`src/rtl/gfn_pkg.sv`:
```
package gfn_pkg;

	localparam int MAX_DETECTORS = 1024;
	localparam int MAX_GEO_ROWS  = 8;
	localparam int DIV_STEPS = 32;

	typedef enum logic [1:0] {
		CMD_LOAD   = 2'd0,
		CMD_APPLY  = 2'd1,
		CMD_REMOVE = 2'd2
	} cmd_t;

	typedef enum logic [1:0] {
		ST_OK   = 2'd0,
		ST_SAT  = 2'd1,
		ST_DIV0 = 2'd2
	} status_t;

	localparam logic REG_RING  = 1'b0;
	localparam logic REG_BLOCK = 1'b1;

	typedef struct packed {
		logic [1:0]  cmd;
		logic [9:0]  det_a;
		logic [10:0] det_b;
		logic [31:0] pair_value;
		logic [2:0]  table_row;
		logic [9:0]  table_col;
		logic [31:0] table_word;
	} item_t;

	typedef struct packed {
		logic [10:0] ring;
		logic [4:0]  block;
	} cfg_t;

	typedef struct packed {
		item_t       item;
		logic [4:0]  pos;
		logic        neg;
		logic [10:0] rem;
	} addr_t;

	typedef struct packed {
		logic [1:0]  cmd;
		logic [31:0] value;
		logic [31:0] factor;
	} operand_t;

	typedef struct packed {
		logic        active;
		logic [31:0] f;
		logic [31:0] rem;
		logic [31:0] dq;
		logic [31:0] res;
		logic [1:0]  st;
	} div_t;

	// Rounded-up reciprocal of an even block size, scaled by 2^16.
	function automatic logic [15:0] block_recip(input logic [4:0] c);
		logic [15:0] r;
		case (c)
			5'd2:    r = 16'd32768;
			5'd4:    r = 16'd16384;
			5'd6:    r = 16'd10923;
			5'd8:    r = 16'd8192;
			5'd10:   r = 16'd6554;
			5'd12:   r = 16'd5462;
			5'd14:   r = 16'd4682;
			5'd16:   r = 16'd4096;
			5'd18:   r = 16'd3641;
			5'd20:   r = 16'd3277;
			5'd22:   r = 16'd2979;
			5'd24:   r = 16'd2731;
			5'd26:   r = 16'd2521;
			5'd28:   r = 16'd2341;
			5'd30:   r = 16'd2185;
			default: r = 16'd32768;
		endcase
		return r;
	endfunction

endpackage

```
`src/rtl/gfn_addr.sv`:
```
module gfn_addr
	import gfn_pkg::*;
(
	input  logic  clk,
	input  logic  arst_n,
	input  cfg_t  cfg,
	input  logic  in_valid,
	output logic  in_ready,
	input  item_t in_item,
	output logic  out_valid,
	input  logic  out_ready,
	output addr_t out_addr
);

	logic        v_s1, v_s2, v_s3, v_s4;
	logic        r1, r2, r3, r4;
	item_t       item_s1, item_s2, item_s3, item_s4;
	logic [9:0]  q_s1;
	logic [4:0]  pos_s2, pos_s3, pos_s4;
	logic        neg_s2, neg_s3, neg_s4;
	logic [11:0] mag_s2, mag_s3;
	logic [10:0] rem_s4;

	logic [25:0]        prod;
	logic [14:0]        qc;
	logic [9:0]         pos_full;
	logic [4:0]         cm1;
	logic [4:0]         pos_m;
	logic               mirror;
	logic signed [12:0] nb;
	logic signed [12:0] nb_f;
	logic [12:0]        nb_abs;
	logic [21:0]        x3;
	logic [21:0]        x4;

	assign r4 = !v_s4 || out_ready;
	assign r3 = !v_s3 || r4;
	assign r2 = !v_s2 || r3;
	assign r1 = !v_s1 || r2;
	assign in_ready = r1;

	assign prod = 26'(in_item.det_a) * 26'(block_recip(cfg.block));

	always_comb begin
		qc = 15'(q_s1) * 15'(cfg.block);
		pos_full = item_s1.det_a - qc[9:0];
		cm1 = cfg.block - 5'd1;
		mirror = pos_full[4:0] > (cm1 - pos_full[4:0]);
		pos_m = mirror ? (cm1 - pos_full[4:0]) : pos_full[4:0];
		nb = 13'(item_s1.det_b) - 13'(qc[9:0]);
		nb_f = mirror ? (13'(cm1) - nb) : nb;
		nb_abs = nb_f[12] ? 13'(-nb_f) : 13'(nb_f);
	end

	always_comb begin
		x3 = 22'(mag_s2);
		for (int i = 9; i >= 5; i--) begin
			if (x3 >= (22'(cfg.ring) << i)) begin
				x3 = x3 - (22'(cfg.ring) << i);
			end
		end
		x4 = 22'(mag_s3);
		for (int i = 4; i >= 0; i--) begin
			if (x4 >= (22'(cfg.ring) << i)) begin
				x4 = x4 - (22'(cfg.ring) << i);
			end
		end
	end

	always_ff @(posedge clk or negedge arst_n) begin
		if (!arst_n) begin
			v_s1 <= 1'b0;
			v_s2 <= 1'b0;
			v_s3 <= 1'b0;
			v_s4 <= 1'b0;
		end else begin
			if (r1) v_s1 <= in_valid;
			if (r2) v_s2 <= v_s1;
			if (r3) v_s3 <= v_s2;
			if (r4) v_s4 <= v_s3;
		end
	end

	always_ff @(posedge clk) begin
		if (r1) begin
			item_s1 <= in_item;
			q_s1 <= prod[25:16];
		end
		if (r2) begin
			item_s2 <= item_s1;
			pos_s2 <= pos_m;
			neg_s2 <= nb_f[12];
			mag_s2 <= nb_abs[11:0];
		end
		if (r3) begin
			item_s3 <= item_s2;
			pos_s3 <= pos_s2;
			neg_s3 <= neg_s2;
			mag_s3 <= x3[11:0];
		end
		if (r4) begin
			item_s4 <= item_s3;
			pos_s4 <= pos_s3;
			neg_s4 <= neg_s3;
			rem_s4 <= x4[10:0];
		end
	end

	assign out_valid = v_s4;
	assign out_addr.item = item_s4;
	assign out_addr.pos = pos_s4;
	assign out_addr.neg = neg_s4;
	assign out_addr.rem = rem_s4;

endmodule

```
`config.mk`:
```
export PLATFORM = sky130hd
export DESIGN_NAME = gfn_addr
export DESIGN_NICKNAME = d
export VERILOG_FILES = /design/src/rtl/gfn_pkg.sv /design/src/rtl/gfn_addr.sv
export SDC_FILE = /design/constraint.sdc
export NUM_CORES = 1
export LEC_CHECK = 0
export BUFFER_PORTS_ARGS = -buffer_cell sky130_fd_sc_hd__buf_4
export CORE_ASPECT_RATIO = 0.6
export CORE_MARGIN = 5
export CORE_UTILIZATION = 55
export DETAILED_ROUTE_END_ITERATION = 16
export GPL_TIMING_DRIVEN = 0
export PLACE_DENSITY = 0.75
export SLEW_MARGIN = 20
export SYNTH_ARGS = -nofsm -noshare
export SYNTH_HDL_FRONTEND = slang
export SYNTH_SLANG_ARGS = --single-unit
```
`constraint.sdc`:
```
create_clock -name clk -period 18.3 [get_ports clk]
set_clock_uncertainty 0.2 [all_clocks]
set_input_delay 1.83 -clock clk [delete_from_list [all_inputs] [get_ports clk]]
set_output_delay 1.83 -clock clk [all_outputs]
set_load 0.03 [all_outputs]
```
* Word-level counts from Yosys, hierarchy flattened
Memory sizes are Yosys's and may differ from the RTL's.
Cells that the tools add are included.
** Word-level totals
- Register bits :: 467
- Bits in latches :: 0
- Memory bits (writable) :: 0
- Memory bits (read-only) :: 512
- Bits of input ports :: 120
- Output and inout port bits :: 119
- Logic and storage cells :: 93
- Memories :: 1
** Operators by class
- Add/subtract/negate cells :: 16
- $mul :: 2
- Divide/modulo/power cells :: 0
- Order comparisons :: 11
- Equal/unequal tests :: 0
- Shift operators :: 0
- Mux-type cells :: 13
- Bitwise gates (word level) :: 0
- Reductions and logical operators :: 8
** Memory list
- (name not given) :: depth 32, bits a word 16, rd ports 1, clocked after memory_dff 0, write ports 0, RTL line gfn_pkg.sv:62 : case (c)
** Operator list (count)
- 22-bit two-way mux :: 8
- 10-bit by 16-bit multiplier with 26-bit output :: 1
- 12-bit two-way mux :: 2
- 22-bit by 11-bit greater-or-equal comparator with 1-bit output :: 1
- 22-bit by 12-bit greater-or-equal comparator with 1-bit output :: 1
- 22-bit by 13-bit greater-or-equal comparator with 1-bit output :: 1
- 22-bit by 14-bit greater-or-equal comparator with 1-bit output :: 1
- 22-bit by 16-bit greater-or-equal comparator with 1-bit output :: 1
- 22-bit by 17-bit greater-or-equal comparator with 1-bit output :: 1
- 22-bit by 18-bit greater-or-equal comparator with 1-bit output :: 1
- 22-bit by 19-bit greater-or-equal comparator with 1-bit output :: 1
- 22-bit by 12-bit subtractor with 22-bit output :: 1
- 22-bit by 13-bit subtractor with 22-bit output :: 1
- 22-bit by 14-bit subtractor with 22-bit output :: 1
- 22-bit by 17-bit subtractor with 22-bit output :: 1
- 22-bit by 18-bit subtractor with 22-bit output :: 1
- 22-bit by 19-bit subtractor with 22-bit output :: 1
- 12-bit by 20-bit subtractor with 21-bit output :: 1
- 12-bit by 20-bit greater-or-equal comparator with 1-bit output :: 1
- 12-bit by 15-bit subtractor with 16-bit output :: 1
- 12-bit by 15-bit greater-or-equal comparator with 1-bit output :: 1
- 13-bit two-way mux :: 1
- 6-bit by 12-bit subtractor with 13-bit output :: 1
- 12-bit negation :: 1
- 11 further kinds :: 18

* Longest topological paths before layout
- Word-level depth :: 10
- Depth in mapped cells :: 60
- Gate-level depth less buffers :: 54

* Worst setup path after synthesis
OpenSTA, ideal clock, no wires.
- Kind :: input port to flip-flop
- Start :: input port cfg[7] (netlist bit)
- End :: register rem_s4[1], data pin
- Setup time :: 0.260 ns
- Arrival time :: 12.884 ns
- Required time :: 17.840 ns
- Setup slack :: 4.956 ns
- Stages :: 57
- Path buffers :: 6
- Path through :: inv_1 > ha_1 > nor2b_4 > o31a_1 > o41a_4 > o31ai_1 > clkbuf_1 > mux2_2 > ha_1 > o21ai_0 > nor2_1 > a211o_1 > o22ai_1 > nand3_2 > buf_1 > nand2_1 > o21a_1 > inv_1 > [... 21 more ...] > o32ai_1 > nand3_2 > clkbuf_1 > nor2_1 > a21oi_1 > fa_1 > nand2_1 > nand2_1 > a21oi_1 > o21ai_0 > a21oi_1 > o21bai_1 > a21oi_1 > o31ai_1 > a21oi_1 > o2111a_2 > buf_8 > mux2_4
** On the way
- Longest elaborated chain between the ends :: 10
- Elaborated cells on any way between the ends :: 15
- Classes of those cells :: 5 x add/sub; 5 x order compare; 5 x mux
** Ends and longest elaborated chain
- start, declared :: RTL line gfn_addr.sv:6 : input cfg_t cfg,
- 12-bit by 15-bit subtractor with 16-bit output / 12-bit by 15-bit greater-or-equal comparator with 1-bit output (equally long branches) :: RTL line gfn_addr.sv:65, gfn_addr.sv:64
- 22-bit two-way mux :: RTL line gfn_addr.sv:64 : if (x4 >= (22'(cfg.ring) << i)) begin
- 22-bit by 14-bit subtractor with 22-bit output / 22-bit by 14-bit greater-or-equal comparator with 1-bit output (equally long branches) :: RTL line gfn_addr.sv:65, gfn_addr.sv:64
- 22-bit two-way mux :: RTL line gfn_addr.sv:64
- 22-bit by 13-bit subtractor with 22-bit output / 22-bit by 13-bit greater-or-equal comparator with 1-bit output (equally long branches) :: RTL line gfn_addr.sv:65, gfn_addr.sv:64
- 22-bit two-way mux :: RTL line gfn_addr.sv:64
- 22-bit by 12-bit subtractor with 22-bit output / 22-bit by 12-bit greater-or-equal comparator with 1-bit output (equally long branches) :: RTL line gfn_addr.sv:65, gfn_addr.sv:64
- 22-bit two-way mux :: RTL line gfn_addr.sv:64
- 22-bit by 11-bit greater-or-equal comparator with 1-bit output / 11-bit subtractor (equally long branches) :: RTL line gfn_addr.sv:64, gfn_addr.sv:65
- 11-bit two-way mux (*) :: RTL line gfn_addr.sv:64
- named net x4[1] :: RTL line gfn_addr.sv:34 : logic [21:0] x4;
- end signal, assigned :: RTL line gfn_addr.sv:105 : rem_s4 <= x4[10:0];
- end, declared :: RTL line gfn_addr.sv:22 : logic [10:0] rem_s4;
Mark *: on every way through the listed nets, which the timed path passes. The rest lies on a longest branch.
A chain may end at the register's enable or synchronous reset.

* Worst setup path in the final report
- Start :: input port cfg[7] (netlist bit)
- End :: register rem_s4[6], data pin
Same word-level chain as after synthesis.

==> results.toml <==
[setup_path]
cp.arrival_ns = 16.17
worstSetupEndpointType = "flop"
crit_family = "compound AO/OA/AOI/OAI gates"
crit_required_ns = 18.41
criticalPathCategory = "primary input to flop"
worst_path_most_repeated_cell = "a21oi_1"
worst-path-buf-inv = 10
crit_path_top_delay_cell = "a2111oi_0"
critPathLaunchType = "primary input"
max_stage_delay_ns = 0.89
worst-path-max-fanout = 10

[clock_tree]
cts-htree-levels = 2
clock-root-buffer = "clkbuf_16"
path_clk_slew_ns = 0.06
clkSinkCount = 467
postCtsHoldBufs = 0
cts_resized = 0
cts_buffer_depth = 3
post-cts-setup-buffers = 0
clock_latency_ns = 0.57
cts_tree = "built"
cts_made_buffers = 41

[logic_synthesis]
ys_seq_elements = 467
synth_cell_types = 81
syn_inst = 2211
synthFlopType = "edfxtp_1"
netlist_area_um2 = 27500
synthArstFlopShare_pct = 0.857
yosysSeqAreaShare_pct = 50.9
ys.warnings.count = 0
synth.avg_cell_area_um2 = 12.4
syn-num-nets = 2672
synth_edf_count = 463

[placed_design]
place.gp.congestion = 0.921
numPortBuffers = 236
place_hpwl_mm = 50.1

[floorplan]
die_area_um2 = 54700
core_area_um2 = 49400
die_w_um = 299
io_pins = 239
rows = 63
die_h_um = 183
initial_core_util_pct = 55.6

[finish]
fillers = 3688
final_common_cell = "edfxtp_1"
drive_gt1_share_pct = 15.2
nets = 2966
mostFrequentLayoutCells = "edfxtp_1, buf_4, inv_1"
regArea_um2 = 14000
synthToLayoutAreaGrowth_pct = 15.1
n_antenna_cell = 0
multi_input_area_um2 = 12600

[grt]
grt_pass1_vias = 18100
antenna_found_initial = 0
grt_use_total_pct = 23.6
grt_remaining_overflow = 0
grt_pass1_wl_mm = 102
grt_max_degree = 66

[sta]
drv_slew = 0
timing.final.hold_violations = 0
period_share_pct = 87.8
relSlewSlack_pct = 20.5
finalSetupTns_ns = 0
period_needed_ns = 16.06
fmax_mhz = 62.3
rsz0062_at_grt = "no"
finalSetupViolations = 0
tightest_slew_ns = 1.18

[worst_hold_path]
hp-class = "flop to flop"

[drt]
drt-wirelength-per-cell_um = 20.3
ant_nets = 0
wl_mm = 64.7
route.detailed.drc = 0
via_count = 18200
initialDrtViolationCount = 1617
vias_per_cell = 5.72
dr.pass1.iters = 5

[status]
status = "finished, final reports clean"

[run]
max_cap_violations = 0
worst paths after layout:
check | start | endpoint | slack, ns | depth (start not counted)
worst max register to register | mag_s3[4]$_DFFE_PP_ | rem_s4[6]$_DFFE_PP_ | 3.62 | 55
max in group asynchronous | arst_n | v_s2$_DFFE_PN0P_ | 16.95 | 1
min in group asynchronous | arst_n | v_s3$_DFFE_PN0P_ | 0.85 | 1
worst min-delay path | item_s1[31]$_DFFE_PP_ | item_s2[31]$_DFFE_PP_ | 0.18 | 0
worst min register to register | item_s1[31]$_DFFE_PP_ | item_s2[31]$_DFFE_PP_ | 0.18 | 0
worst max-delay path | cfg[7] | rem_s4[6]$_DFFE_PP_ | 2.24 | 55
final cells by class:
class	instances	area share, %
flip-flops and latches	467	44.3
multi-input cells	1495	39.7
repair buffers	251	6.37
clock buffers	49	3.34
well taps	650	2.57
inverters	208	2.48
clock inverters	22	0.716
plain buffers	41	0.558
per-layer routing:
| metal | up-vias | GRT usage [%] | routed length, µm |
|---|---|---|---|
| li1 | 8466 | - | - |
| met1 | 8988 | 36.1 | 30000 |
| met2 | 670 | 36.5 | 28800 |
| met3 | 70 | 4.01 | 4990 |
| met4 | 0 | 4.18 | 893 |
| met5 | - | 0 | 0 |
stage by stage:
stage,worst slack (ns),instances,utilization [%],instance area (µm²),hold WS [ns]
6_report,2.24,3183,64.0,31600,0.182
5_1_grt,1.54,3183,64.0,31600,0.188
4_1_cts,2.72,3183,64.0,31600,0.180
3_5_place_dp,2.15,3112,61.4,30300,0.205
3_3_place_gp,2.45,3097,60.8,30100,0.200
2_1_floorplan,4.96,2211,-,27500,0.200
synth_stat cells, types with 24 or more instances:
| cell type | n | area [µm²] |
|---|---|---|
| xor2_1 | 46 | 403 |
| nor2_1 | 90 | 338 |
| nor3_1 | 28 | 140 |
| inv_1 | 208 | 781 |
| and2_1 | 98 | 613 |
| ha_1 | 201 | 2510 |
| xnor2_1 | 83 | 727 |
| nor2b_1 | 24 | 150 |
| a21oi_1 | 126 | 631 |
| nand3_1 | 27 | 135 |
| nand2_1 | 202 | 758 |
| nand2b_1 | 25 | 156 |
| o21ai_0 | 73 | 365 |
| edfxtp_1 | 463 | 13900 |
| fa_1 | 140 | 2800 |
| mux2_2 | 31 | 349 |
| a21o_1 | 50 | 375 |
| clkbuf_1 | 30 | 113 |
flip-flops by register name (all words and copies together) (netlist names):
register / cells
out_valid: 1
pos_s3: 5
q_s1: 10
item_s2: 100
item_s3: 100
v_s2: 1
mag_s2: 12
pos_s2: 5
neg_s3: 1
neg_s4: 1
item_s1: 100
v_s1: 1
neg_s2: 1
rem_s4: 11
pos_s4: 5
mag_s3: 12
out_addr: 100
v_s3: 1
kinds of logic after synthesis:
kind of cell	Yosys count	synth area share [%]
mux	57	2.38
simple gates	584	10.9
buf+inv	249	3.48
fa+ha+maj	341	19.3
compound gates	384	8.85
flops	467	50.9
xor+xnor	129	4.11
Power is not shown: default switching activity piles up to over one toggle a cycle in this logic, so the estimate is an artifact.
